===== config.mk =====
export PLATFORM = sky130hd
export DESIGN_NAME = rpa_front_flat
export DESIGN_NICKNAME = d
export VERILOG_FILES = /design/src/hw/rtl/refcounted_page_allocator_macros.svh /design/src/hw/rtl/rpa_pkg.sv /design/src/hw/rtl/rpa_if.sv /design/src/hw/rtl/rpa_front.sv /design/src/flat_wrapper.sv
export SDC_FILE = /design/constraint.sdc
export NUM_CORES = 1
export LEC_CHECK = 0
export BUFFER_PORTS_ARGS = -buffer_cell sky130_fd_sc_hd__buf_2
export CAP_MARGIN = 25
export CORE_MARGIN = 4
export CORE_UTILIZATION = 35
export DETAILED_ROUTE_END_ITERATION = 8
export PLACE_DENSITY_LB_ADDON = 0.05
export SLEW_MARGIN = 10
export SYNTH_ARGS = -nofsm -noshare
export SYNTH_HDL_FRONTEND = slang
export SYNTH_SLANG_ARGS = --single-unit

===== constraint.sdc =====
create_clock -name vclk -period 3.6
set_input_delay 0.36 -clock vclk [all_inputs]
set_output_delay 0.36 -clock vclk [all_outputs]
set_load 0.005 [all_outputs]

===== src/hw/rtl/refcounted_page_allocator_macros.svh =====
// assertion macros for the page allocator
// used by the top level only, no other dependencies
`ifndef REFCOUNTED_PAGE_ALLOCATOR_MACROS_SVH
`define REFCOUNTED_PAGE_ALLOCATOR_MACROS_SVH

// same-cycle implication
`define RPA_ASSERT_IMP(lbl, ck, rn, ante, cons) \
	lbl: assert property (@(posedge ck) disable iff (!rn) (ante) |-> (cons)) \
		else $error("rpa assertion failed");

// next-cycle implication
`define RPA_ASSERT_NXT(lbl, ck, rn, ante, cons) \
	lbl: assert property (@(posedge ck) disable iff (!rn) (ante) |=> (cons)) \
		else $error("rpa assertion failed");

`endif


===== src/hw/rtl/rpa_pkg.sv =====
// types and constants shared by the page allocator files
// no dependencies
package rpa_pkg;

	localparam int PAGE_W = 12;
	localparam int FREE_W = 13;
	localparam int CFG_W  = 13;
	localparam int CFG_IDX_W = 1;
	localparam int QDEPTH = 2;

	localparam logic [CFG_IDX_W-1:0] CFG_TOTAL = 1'b0;
	localparam logic [CFG_IDX_W-1:0] CFG_BOUND = 1'b1;

	localparam logic [CFG_W-1:0] TOTAL_RST = 13'd4096;
	localparam logic [CFG_W-1:0] BOUND_RST = 13'd1024;

	localparam logic [1:0] REQ_ALLOC   = 2'd0;
	localparam logic [1:0] REQ_RELEASE = 2'd1;
	localparam logic [1:0] REQ_ADD     = 2'd2;

	typedef enum logic [1:0] {
		K_ALLOC   = 2'd0,
		K_RELEASE = 2'd1,
		K_ADD     = 2'd2,
		K_NOP     = 2'd3
	} kind_t;

	typedef enum logic [2:0] {
		ST_OK    = 3'd0,
		ST_EMPTY = 3'd1,
		ST_ZERO  = 3'd2,
		ST_RANGE = 3'd3,
		ST_FREE  = 3'd4,
		ST_SAT   = 3'd5
	} status_t;

	typedef struct packed {
		kind_t             kind;
		logic [PAGE_W-1:0] page;
		logic              high_ok;
		logic              low;
		status_t           pre;
	} cmd_t;

	typedef struct packed {
		logic valid;
		cmd_t cmd;
	} push_t;

	typedef struct packed {
		logic valid;
		cmd_t cmd;
	} q_out_t;

endpackage


===== src/hw/rtl/rpa_if.sv =====
// request and result channel interfaces of the page allocator
// depends on rpa_pkg
interface rpa_req_if import rpa_pkg::*; ();
	logic              valid;
	logic              ready;
	logic [1:0]        req_type;
	logic [PAGE_W-1:0] page_number;
	logic              high_allowed;

	modport source (output valid, req_type, page_number, high_allowed, input ready);
	modport sink (input valid, req_type, page_number, high_allowed, output ready);
endinterface



===== src/hw/rtl/rpa_front.sv =====
// front end: takes requests, checks page range and pool side
// depends on rpa_pkg and rpa_req_if
module rpa_front import rpa_pkg::*; #(
	parameter int PAGES = 4096
) (
	rpa_req_if.sink          req,
	input  logic             clearing,
	input  logic             q_full,
	input  logic [CFG_W-1:0] page_total,
	input  logic [CFG_W-1:0] low_bound,
	output push_t            push
);

	logic    in_range;
	logic    is_zero;
	kind_t   kind;
	status_t pre;

	assign req.ready = !clearing && !q_full;
	assign is_zero   = req.page_number == '0;
	assign in_range  = ({1'b0, req.page_number} < page_total)
		&& (32'(req.page_number) < 32'(PAGES));

	always_comb begin
		kind = K_NOP;
		pre  = ST_OK;
		unique case (req.req_type)
			REQ_ALLOC: begin
				kind = K_ALLOC;
			end
			REQ_RELEASE: begin
				kind = K_RELEASE;
				if (is_zero)
					pre = ST_ZERO;
				else if (!in_range)
					pre = ST_RANGE;
			end
			REQ_ADD: begin
				kind = K_ADD;
				if (!in_range)
					pre = ST_RANGE;
			end
			default: begin
				kind = K_NOP;
			end
		endcase
	end

	assign push.valid       = req.valid && req.ready;
	assign push.cmd.kind    = kind;
	assign push.cmd.page    = req.page_number;
	assign push.cmd.high_ok = req.high_allowed;
	assign push.cmd.low     = {1'b0, req.page_number} < low_bound;
	assign push.cmd.pre     = pre;

endmodule


===== src/flat_wrapper.sv =====
// flat-port wrapper written by rule: the top's interface ports become plain ports
module rpa_front_flat import rpa_pkg::*;
#(
	parameter int PAGES = 4096
)
  (clearing, q_full, page_total, low_bound, push, req_valid, req_req_type, req_page_number, req_high_allowed, req_ready);
  rpa_req_if req_i ();
  input  logic clearing;
  input  logic q_full;
  input  logic [CFG_W-1:0] page_total;
  input  logic [CFG_W-1:0] low_bound;
  output push_t push;
  input wire logic [$bits(req_i.valid)-1:0] req_valid;
  input wire logic [$bits(req_i.req_type)-1:0] req_req_type;
  input wire logic [$bits(req_i.page_number)-1:0] req_page_number;
  input wire logic [$bits(req_i.high_allowed)-1:0] req_high_allowed;
  output wire logic [$bits(req_i.ready)-1:0] req_ready;
  assign req_i.valid = req_valid;
  assign req_i.req_type = req_req_type;
  assign req_i.page_number = req_page_number;
  assign req_i.high_allowed = req_high_allowed;
  assign req_ready = req_i.ready;
  rpa_front #(.PAGES(PAGES)) u_core (.req(req_i), .clearing(clearing), .q_full(q_full), .page_total(page_total), .low_bound(low_bound), .push(push));
endmodule

==> impl_metrics.yaml <==
logic_synthesis:
  synth_top_area_share_pct: 38.7
  netlist_instances: 111
  ys_warn_count: 0
  synth_area_um2: 808
  synth_top_cell_by_area: "ha_1"
  synth-seq-area-share_pct: 0
  yosysUniqueCellTypes: 28
  synth.top_cells.by_count: "ha_1, inv_1, buf_4"
  synth.area.top_cells: "ha_1, buf_4, inv_1"
  synth_nets: 180
  yosysMostFrequentCell: "ha_1"
  avgSynthCellArea_um2: 7.28
clock_tree:
  hold_buffers: 0
  cts_setup_buffers: 0
  cts_resized: 0
final_layout:
  final_cells: 187
  drive_above_1_share_pct: 41.5
  insertedDiodeCount: 0
  final_nets: 230
  nClkBuffers: 0
  area_growth_pct: 29.7
  register_area_um2: 0
  seq_cells: 0
routing:
  route.layer.met1.wl_um: 817
  wire_per_inst_um: 9.89
  wl_um: 1850
  vias: 857
  viasPerCell: 4.58
  drtPass1Iterations: 2
  drtIter0Drc: 15
  top_layer: "met3"
  dr_wl_met3_um: 149
  wl_met2_um: 881
  post-route-drc-count: 0
  ant_nets: 0
timing:
  max_freq_ghz: 0.494
  drv_slew: 0
  finalHoldViolations: 0
  fin_setup_tns_ns: 0
  holdWs_ns: 0.720
  period_needed_ns: 2.03
  rsz0062_at_grt: "no"
  post-route-period-util_pct: 56.3
  setup_viol: 0
pwr:
  max-vdd-ir-drop_uv: 47.1
  power_density_nw_per_um2: 98.0
  leakage_nw: 0.675
worst_setup_path:
  cp_common_cell: "buf_2"
  critPathKind: "in -> out"
  worst-path-max-fanout: 4
  crit_chain: "buf_2 -> ha_1 -> a211oi_1 -> o21ai_0 -> o211ai_1 -> and3_4 -> o21ai_1 -> buf_2"
  crit_required_ns: 3.24
  cp.arrival_ns: 1.67
  start_kind: "input port"
  crit_path_max_incr_delay_ns: 0.30
  end_kind: "primary output"
  cpMaxStageDelayCell: "ha_1"
placement:
  io_buffers: 62
  dp_hpwl_um: 1770
  place_congestion: 0.774
  numPlacedInstances: 187
global_route:
  grt_max_degree: 5
  grt_pass1_vias: 784
  grt_pass1_wl_um: 3010
  grt_use_total_pct: 11.0
  antenna_found_initial: 0
  grt_overflow: 0
die:
  dieWidth_um: 56.1
  design.core.area_um2: 2210
  fp.dieH_um: 56.1
  die_area_um2: 3140
  num_io_pins: 65
  rows: 17
  floorplan.initialDensity_pct: 36.5
worst_hold_path:
  worst_hold_path.num_cells: 0
  hold_path_class: "in -> out"
  hold_end: "push[4]"
  worstHoldStart: "req_high_allowed"
job:
  drv_cap: 0
run_status:
  status: "finished, final reports clean"
## per-layer routing
metal	GRT usage, %	up-vias
met5	0	-
met4	0	0
met3	0.696	0
met2	20.7	33
met1	14.3	363
li1	-	461
## cells by family after synthesis
logic type,count (synthesis),synth area share [%]
compound gates,23,18.1
buf+inv,38,24.1
fa+ha+maj,25,38.7
other cells,1,0.464
simple gates,24,18.6
## worst max-delay path, delay by kind of cell
kind            cells  cell delay, ns
compound gates      4            0.51
fa+ha+maj           1            0.30
buf+inv             2            0.24
simple gates        1            0.23
## how the worst max path moves through the flow
| stage | start | end | slack (ns) |
|---|---|---|---|
| detailed placement | req_page_number[10] | push[0] | 1.56 |
| global placement | req_page_number[10] | push[0] | 1.59 |
| global route | req_page_number[10] | push[0] | 1.49 |
| CTS | req_page_number[10] | push[0] | 1.56 |
| floorplan | page_total[10] | push[0] | 1.83 |
| finish | req_page_number[4] | push[1] | 1.57 |
## per-stage QoR
| stage | power [mW] | cell area (um^2) | util, % | worst slack [ns] |
|---|---|---|---|---|
| 3_3_place_gp | 0.103 | 1050 | 47.4 | 1.59 |
| 2_1_floorplan | 0.0655 | 808 | - | 1.83 |
| 6_report | 0.103 | 1050 | 47.4 | 1.57 |
| 5_1_grt | 0.121 | 1050 | 47.4 | 1.49 |
| 4_1_cts | 0.106 | 1050 | 47.4 | 1.56 |
| 3_5_place_dp | 0.105 | 1050 | 47.4 | 1.56 |
## cell usage in the layout (no fill, tap or decap)
cell / count
a211oi_1: 2
a21boi_0: 1
a21o_1: 4
a21oi_1: 7
a41o_1: 1
and2_1: 1
and3_4: 1
buf_2: 62
conb_1: 1
ha_1: 25
inv_1: 24
nand2_1: 1
nand2b_1: 3
nand3_1: 2
nand4_1: 2
nand4b_1: 2
nor2_1: 4
nor3_2: 1
nor3b_1: 1
nor4_1: 3
o211ai_1: 1
o21a_1: 1
o21ai_0: 2
o21ai_1: 2
o21bai_1: 1
o22ai_1: 1
or2_2: 2
or3_1: 1
## where the power goes
part / switching, mW / internal, mW / total [mW] / leakage [nW]
registers: 0 / 0 / 0 / 0
logic: 0.0476 / 0.0551 / 0.103 / 0.675
clock network: 0 / 0 / 0 / 0
## cell type report
class,instances,area [um^2]
Tap cell,28,35.0
Timing Repair Buffer,62,310
Fill cell,252,1160
Multi-Input combinational cell,73,613
Inverter,24,90.1
Power figures use the tool's default switching activity.
