===== src/hw/rtl/refcounted_page_allocator_macros.svh =====
// assertion macros for the page allocator
// used by the top level only, no other dependencies
`ifndef REFCOUNTED_PAGE_ALLOCATOR_MACROS_SVH
`define REFCOUNTED_PAGE_ALLOCATOR_MACROS_SVH

// same-cycle implication
`define RPA_ASSERT_IMP(lbl, ck, rn, ante, cons) \
	lbl: assert property (@(posedge ck) disable iff (!rn) (ante) |-> (cons)) \
		else $error("rpa assertion failed");

// next-cycle implication
`define RPA_ASSERT_NXT(lbl, ck, rn, ante, cons) \
	lbl: assert property (@(posedge ck) disable iff (!rn) (ante) |=> (cons)) \
		else $error("rpa assertion failed");

`endif


===== src/hw/rtl/rpa_pkg.sv =====
// types and constants shared by the page allocator files
// no dependencies
package rpa_pkg;

	localparam int PAGE_W = 12;
	localparam int FREE_W = 13;
	localparam int CFG_W  = 13;
	localparam int CFG_IDX_W = 1;
	localparam int QDEPTH = 2;

	localparam logic [CFG_IDX_W-1:0] CFG_TOTAL = 1'b0;
	localparam logic [CFG_IDX_W-1:0] CFG_BOUND = 1'b1;

	localparam logic [CFG_W-1:0] TOTAL_RST = 13'd4096;
	localparam logic [CFG_W-1:0] BOUND_RST = 13'd1024;

	localparam logic [1:0] REQ_ALLOC   = 2'd0;
	localparam logic [1:0] REQ_RELEASE = 2'd1;
	localparam logic [1:0] REQ_ADD     = 2'd2;

	typedef enum logic [1:0] {
		K_ALLOC   = 2'd0,
		K_RELEASE = 2'd1,
		K_ADD     = 2'd2,
		K_NOP     = 2'd3
	} kind_t;

	typedef enum logic [2:0] {
		ST_OK    = 3'd0,
		ST_EMPTY = 3'd1,
		ST_ZERO  = 3'd2,
		ST_RANGE = 3'd3,
		ST_FREE  = 3'd4,
		ST_SAT   = 3'd5
	} status_t;

	typedef struct packed {
		kind_t             kind;
		logic [PAGE_W-1:0] page;
		logic              high_ok;
		logic              low;
		status_t           pre;
	} cmd_t;

	typedef struct packed {
		logic valid;
		cmd_t cmd;
	} push_t;

	typedef struct packed {
		logic valid;
		cmd_t cmd;
	} q_out_t;

endpackage


===== src/hw/rtl/rpa_queue.sv =====
// two-entry request queue between front and back
// depends on rpa_pkg
module rpa_queue import rpa_pkg::*; (
	input  logic   clk,
	input  logic   arst_n,
	input  push_t  push,
	input  logic   pop,
	output logic   full,
	output q_out_t head
);

	localparam int PW = $clog2(QDEPTH);

	cmd_t          entries_q [QDEPTH];
	logic [PW-1:0] wr_ptr_q;
	logic [PW-1:0] rd_ptr_q;
	logic [PW:0]   count_q;

	assign full       = count_q == (PW+1)'(QDEPTH);
	assign head.valid = count_q != '0;
	assign head.cmd   = entries_q[rd_ptr_q];

	always_ff @(posedge clk) begin
		if (push.valid)
			entries_q[wr_ptr_q] <= push.cmd;
	end

	always_ff @(posedge clk or negedge arst_n) begin
		if (!arst_n) begin
			wr_ptr_q <= '0;
			rd_ptr_q <= '0;
			count_q  <= '0;
		end else begin
			if (push.valid)
				wr_ptr_q <= wr_ptr_q + PW'(1);
			if (pop)
				rd_ptr_q <= rd_ptr_q + PW'(1);
			if (push.valid && !pop)
				count_q <= count_q + (PW+1)'(1);
			else if (pop && !push.valid)
				count_q <= count_q - (PW+1)'(1);
		end
	end

endmodule


===== config.mk =====
export PLATFORM = sky130hd
export DESIGN_NAME = rpa_queue
export DESIGN_NICKNAME = d
export VERILOG_FILES = /design/src/hw/rtl/refcounted_page_allocator_macros.svh /design/src/hw/rtl/rpa_pkg.sv /design/src/hw/rtl/rpa_queue.sv
export SDC_FILE = /design/constraint.sdc
export NUM_CORES = 1
export LEC_CHECK = 0
export BUFFER_PORTS_ARGS = -buffer_cell sky130_fd_sc_hd__buf_2
export CELL_PAD_IN_SITES_DETAIL_PLACEMENT = 1
export CELL_PAD_IN_SITES_GLOBAL_PLACEMENT = 1
export CORE_ASPECT_RATIO = 2
export CORE_MARGIN = 2
export CORE_UTILIZATION = 46
export DETAILED_ROUTE_END_ITERATION = 7
export HOLD_SLACK_MARGIN = 0.08
export MAX_ROUTING_LAYER = met4
export PLACE_DENSITY_LB_ADDON = 0.25
export SKIP_LAST_GASP = 1
export SYNTH_ARGS = -nofsm -noshare
export SYNTH_HDL_FRONTEND = slang
export SYNTH_SLANG_ARGS = --single-unit

===== constraint.sdc =====
create_clock -name clk -period 3.9 [get_ports clk]
set_input_delay 0.195 -clock clk [delete_from_list [all_inputs] [get_ports clk]]
set_output_delay 0.195 -clock clk [all_outputs]
set_load 0.05 [all_outputs]

==> results of run 1 <==
cell usage after synthesis (all sizes together):
| library cell | instances |
|---|---|
| inv | 1 |
| nor2 | 1 |
| nor2b | 1 |
| dfrtp | 4 |
| xor2 | 4 |
| and2b | 1 |
| xnor2 | 1 |
| edfxtp | 38 |
| and2 | 1 |
| or2 | 1 |
| buf | 2 |
| ha | 1 |
| mux2 | 19 |
critical path, stage by stage, from the launching register on:
cell     delay [ns]
dfrtp_1        1.10
mux2_4         0.36
buf_2          0.21
report_power, final:
group | internal (mW) | leakage [nW] | switching, mW | total, mW
Combinational | 0.244 | 0.378 | 0.446 | 0.690
Sequential | 0.604 | 0.403 | 0.0902 | 0.694
Clock | 0.191 | 0.0524 | 0.134 | 0.325
worst paths after layout:
kind / endpoint / slack (ns) / depth (start not counted)
setup / recovery: head[7] / 1.75 / 2
hold / removal: entries_q[1][9] / 0.1 / 1
setup reg to reg: entries_q[0][17] / 2.34 / 1
hold reg to reg: count_q[1] / 0.49 / 1
max in group asynchronous: rd_ptr_q / 3.53 / 2
min in group asynchronous: count_q[0] / 0.24 / 2
state kept, by name (all words and copies together) (netlist names):
| register | flops |
|---|---|
| entries_q | 38 |
| count_q | 2 |
| rd_ptr_q | 1 |
| wr_ptr_q | 1 |
stage by stage:
| stage | total power [mW] | setup slack, ns | util, % | cells | hold WS [ns] |
|---|---|---|---|---|---|
| 6_report | 1.71 | 1.75 | 58.9 | 173 | 0.0958 |
| 5_1_grt | 1.79 | 1.61 | 58.9 | 173 | 0.0826 |
| 4_1_cts | 1.73 | 1.68 | 58.9 | 173 | 0.0843 |
| 3_5_place_dp | 1.41 | 2.00 | 55.5 | 164 | 0.00961 |
| 3_3_place_gp | 1.38 | 2.05 | 55.5 | 164 | 0.00226 |
| 2_1_floorplan | 1.28 | 2.23 | - | 75 | -0.101 |
layout make-up:
cell class	instances	share of cell area [%]
Clock inverter	1	1.49
Multi-Input combinational cell	30	18.7
Clock buffer	7	3.79
Timing Repair Buffer	44	11.2
Tap cell	48	2.99
Inverter	1	0.187
Sequential cell	42	61.7
metal layers:
metal  vias up  track usage, %  wire length, microns  part of all wire, %
met5         -               -                     0                    0
met4         0            7.79                    62                  2.5
met3         6            4.49                   127                  5.1
met2        31            23.6                  1390                   55
met1       389            15.1                   935                   37
li1        378               -                     -                    -
timing repair:
item,4_1_cts,5_1_grt
endpoints found under the hold margin,4,0
gates resized for setup,0,0
hold buffers,1,0
logic make-up (layout without fill, tap and decap cells):
logic type | after synthesis | count (layout) | synth area share (%)
fa+ha+maj | 1 | 1 | 0.763
flops | 42 | 42 | 75.7
xor+xnor | 5 | 5 | 2.67
mux | 19 | 19 | 17.4
simple gates | 5 | 5 | 1.91
buf+inv | 3 | 53 | 1.60
placed cells by master, fill, tap and decap left out, types with 2 or more instances in the layout:
master	n
clkbuf_8	5
clkbuf_1	2
buf_2	43
edfxtp_1	38
xor2_1	4
dfrtp_1	4
mux2_4	19
==> out/qor.csv, run 1 <==
stage,metric,value,unit
clock_network,cts_num_sinks,42,
route,drt-initial-drc-count,18,
clock_network,cts-root-buf,clkbuf_8,
logic_synthesis,synth_cell_types,13,
place,dpl_cell_area,0.00190,sq mm
worst_hold_path,worstHoldStart,push[9],
die,fp.dieW,46.2,microns
timing,rsz0062_at_grt,no,
timing,hold_viol,0,
global_route,grt_pass1_wl,3.89,mm
route,viasPerCell,4.65,
die,io_pins,44,
global_route,antenna_found_initial,0,
timing,tns,0,ns
timing,setup_violations,0,
timing,drv_slew,0,
finish,nNetsFinal,148,
finish,antenna_cells,0,
global_route,grt.overflow.total,0,
logic_synthesis,synth_area,0.00164,sq mm
timing,worstMarginPinSlew,1.13,ns
route,routed_wl,2.51,mm
worst_setup_path,worstSetupStartpointType,flip-flop,
logic_synthesis,netlist_instances,75,
finish,ff_latch_area,0.00124,sq mm
power,p_leak,0.833,nW
worst_setup_path,arrival,1.96,ns
timing,relSlewSlack,24.4,%
die,die_area,0.00409,sq mm
finish,multi_input_area,375,sq um
timing,skew,0.00545,ns
logic_synthesis,ys_top_cells_by_area,"edfxtp_1 (70%), mux2_4 (17%), dfrtp_1 (6.1%), xor2_1 (2.1%), buf_6 (1.4%)",
die,die_h,88.5,microns
worst_hold_path,hold_path_class,input port to flip-flop,
place,portBuffers,43,
clock_network,clkTransAtPathRegs,0.07,ns
logic_synthesis,synth_top_area_cell,edfxtp_1,
logic_synthesis,syn_area_per_cell,21.9,sq um
route,route.detailed.drc,0,
worst_setup_path,crit_fanout,20,
worst_setup_path,startpoint,rd_ptr_q,
clock_network,clock_tree.htree_level_count,2,
timing,min_period,2.15,ns
clock_network,clock_path_buffers,2,
power,power.density,850,mW/mm^2
clock_network,post_cts_buffers,0,
logic_synthesis,yosysSeqAreaShare,75.7,%
timing,period_share,55.1,%
clock_network,cts_buffers,5,
worst_setup_path,path_class,flip-flop to primary output,
finish,syn_to_final_growth,22.7,%
run,cap_violations,0,
place,hpwl,1.79,mm
route,wl_per_cell,14.5,microns
logic_synthesis,ys_warn_count,0,
global_route,grt_pass1_vias,861,
worst_setup_path,end_kind,primary output,
worst_setup_path,rr_startpoint,wr_ptr_q,
worst_setup_path,crit_required,3.70,ns
global_route,grt_util_all_layers,14.6,%
power,vdd_drop_max,0.441,mV
clock_network,cts_tree,yes,
finish,fill_cells,308,
timing,fmax,465,MHz
die,row_count,30,
logic_synthesis,synth_nets,99,
logic_synthesis,yosysTopAreaCellShare,69.6,%
status,status,"finished, final reports clean",
die,start_util,48.0,%
die,fp.coreArea,0.00342,sq mm
global_route,grt_max_degree,21,
finish,fin_area,0.00201,sq mm
place,gp_congestion,0.616,
route,vias,804,
logic_synthesis,ys_seq_elements,42,
finish,drive_gt1_share,56.0,%
route,dr.pass1.iters,3,
route,drtAntennaViolNets,0,
clock_network,clock_latency,0.28,ns
Note: power is estimated with default switching activity, not from simulation.
==> run 2, diff against run 1 <==
Settings changed: CORE_UTILIZATION 46 to 39.
Clock period 3.9 ns to 1.8 ns, I/O delays scaled along.
==> run 2 against run 1 <==
Effect of this change:
- count of clock-buffer cells in the layout is the same
- global-route usage grew 0.90 points
- worst hold slack gained 0.027 ns
- largest cell class unchanged
==> out/qor.csv, run 2 (synthesis gave the netlist of run 1 again) <==
stage,metric,value,unit,change
global_route,grt_pass1_vias,1025,,was 861
global_route,grt_util_all_layers,15.5,%,was 14.6%
die,fp.dieW,49.9,microns,was 46.2 microns
finish,nNetsFinal,175,,was 148
timing,drv_slew,0,,unchanged
finish,syn_to_final_growth,36.7,%,was 22.7%
die,die_area,0.00477,sq mm,was 0.00409 sq mm
global_route,grt_max_degree,12,,was 21
worst_setup_path,slowest_delay,0.35,ns,was 1.10 ns
worst_setup_path,crit_fanout,11,,was 20
timing,setup_ws,0.278,ns,was 1.75 ns
die,start_util,40.1,%,was 48.0%
die,die_h,95.7,microns,was 88.5 microns
timing,relSlewSlack,80.6,%,was 24.4%
worst_setup_path,worstSetupStartpointType,flip-flop,,unchanged
die,io_pins,44,,unchanged
place,portBuffers,43,,unchanged
route,highest_layer,met4,,unchanged
die,row_count,33,,was 30
finish,layout_common_cells,"buf_2 (43), edfxtp_1 (38), dlygate4sd3_1 (22), mux2_4 (19), buf_4 (6)",,"was buf_2 (43), edfxtp_1 (38), mux2_4 (19), clkbuf_8 (5)"
power,p_leak,0.937,nW,was 0.833 nW
finish,instances_no_fill,203,,was 173
clock_network,post_cts_resized,0,,unchanged
power,power.density,1630,mW/mm^2,was 850 mW/mm^2
die,fp.coreArea,0.00409,sq mm,was 0.00342 sq mm
power,vdd_drop_max,1.03,mV,was 0.441 mV
place,gp_congestion,0.656,,was 0.616
route,wl_met3,95,microns,was 127 microns
place,preCtsSetupSlack,0.549,ns,was 2.00 ns
worst_hold_path,hold_path_class,input port to async pin,,was input port to flip-flop
timing,tns,0,ns,unchanged
clock_network,cts_buffers,5,,unchanged
worst_setup_path,r2r_setup_slack,0.56,ns,was 2.34 ns
worst_setup_path,cpMaxStageDelayCell,dfrtp_1,,unchanged
worst_setup_path,path_cells,buf_4 -> mux2_4 -> buf_2,,was mux2_4 -> buf_2
worst_setup_path,arrival,1.43,ns,was 1.96 ns
timing,rsz0062_at_grt,no,,unchanged
timing,period_share,84.6,%,
status,status,"finished, final reports clean",,unchanged
worst_setup_path,r2r-end,entries_q[1][1],,was entries_q[0][17]
route,routed_wl,3.09,mm,was 2.51 mm
place,dpl_cell_area,0.00195,sq mm,was 0.00190 sq mm
place,hpwl,2.13,mm,was 1.79 mm
finish,drive_gt1_share,49.7,%,was 56.0%
route,dr_wl_met2,1.81,mm,was 1.39 mm
route,wl_met1,1.09,mm,was 935 microns
finish,layout_commonest_cell,buf_2,,unchanged
worst_setup_path,path_delay_family,buffers and inverters,,was flip-flops
worst_setup_path,crit_buf_inv,2,,was 1
clock_network,clock_path_buffers,2,,unchanged
place,dp.cells,174,,was 164
finish,max_flop_register,entries_q,,unchanged
finish,top_regs,"entries_q (38), count_q (2)",,unchanged
worst_setup_path,startpoint,rd_ptr_q,,unchanged
power,power,3.66,mW,was 1.71 mW
route,dr.pass1.iters,4,,was 3
finish,largest_reg_flops,38,,unchanged
clock_network,clock_latency,0.29,ns,was 0.28 ns
finish,antenna_cells,0,,unchanged
worst_setup_path,path_class,flip-flop to primary output,,unchanged
clock_network,post_cts_buffers,0,,unchanged
timing,fmax,657,MHz,
global_route,antenna_found_initial,0,,unchanged
clock_network,clkTransAtPathRegs,0.07,ns,about the same
global_route,grt_pass1_wl,5.04,mm,was 3.89 mm
timing,skew,0.00381,ns,was 0.00545 ns
clock_network,cts_tree,yes,,unchanged
timing,setup_violations,0,,unchanged
worst_setup_path,crit_required,1.71,ns,was 3.70 ns
clock_network,clock_tree.htree_level_count,2,,unchanged
finish,fin_area,0.00224,sq mm,was 0.00201 sq mm
route,viasPerCell,4.50,,was 4.65
run,cap_violations,0,,unchanged
timing,min_period,1.52,ns,
clock_network,cts-root-buf,clkbuf_8,,unchanged
finish,fill_cells,390,,was 308
route,drt-initial-drc-count,7,,was 18
timing,hold_viol,0,,unchanged
worst_setup_path,rr_startpoint,wr_ptr_q,,unchanged
worst_setup_path,end_kind,primary output,,unchanged
clock_network,holdBufCountCts,22,,was 1
route,wl_per_cell,15.2,microns,was 14.5 microns
worst_setup_path,r2r_cells,2,,was 1
route,route.detailed.drc,0,,unchanged
global_route,grt.overflow.total,0,,unchanged
timing,worstMarginPinSlew,0.291,ns,was 1.13 ns
route,vias,914,,was 804
route,drtAntennaViolNets,0,,unchanged
clock_network,cts_num_sinks,42,,unchanged
## run 2: cell types whose count changed in the layout (fill, tap and decap cells not counted), sizes merged
cell         delta
dlygate4sd3    +21
buf             +6
bufinv          -1
## run 2: area by class of cell
type	instances	area, sq um	share of cell area [%]
flip-flops and latches	42	1240	55.4
repair buffers	71	480	21.4
multi-input cells	30	375	16.7
clock buffers	7	76.3	3.40
well taps	52	65.1	2.90
inverters	1	3.75	0.167
## run 2: worst max path at each step
stage,end,slack [ns],depth (start not counted)
2_1_floorplan,entries_q[0][0],0.13,1
3_3_place_gp,entries_q[1][12],0.60,2
3_5_place_dp,entries_q[1][14],0.55,2
4_1_cts,head[12],0.25,3
5_1_grt,head[14],0.21,3
6_report,head[17],0.28,3
## run 2: report_power, final
| group | internal, mW | switching [mW] | leakage [nW] | total, mW |
|---|---|---|---|---|
| combinational | 0.598 | 1.12 | 0.496 | 1.72 |
| sequential | 1.31 | 0.0840 | 0.403 | 1.39 |
| clock | 0.267 | 0.283 | 0.0383 | 0.549 |
| total | 2.17 | 1.49 | 0.937 | 3.66 |
## run 2: layer usage
layer  vias up  track usage [%]
li1        435                -
met1       445             15.5
met2        28             27.6
met3         6             2.80
met4         0             9.03
met5         -                -
## run 2: through the flow
step           hold WS [ns]  utilization [%]
6_report              0.122             54.9
5_1_grt               0.131             54.9
4_1_cts               0.115             54.9
3_5_place_dp        -0.0983             47.6
3_3_place_gp         -0.105             47.6
2_1_floorplan        -0.206                -
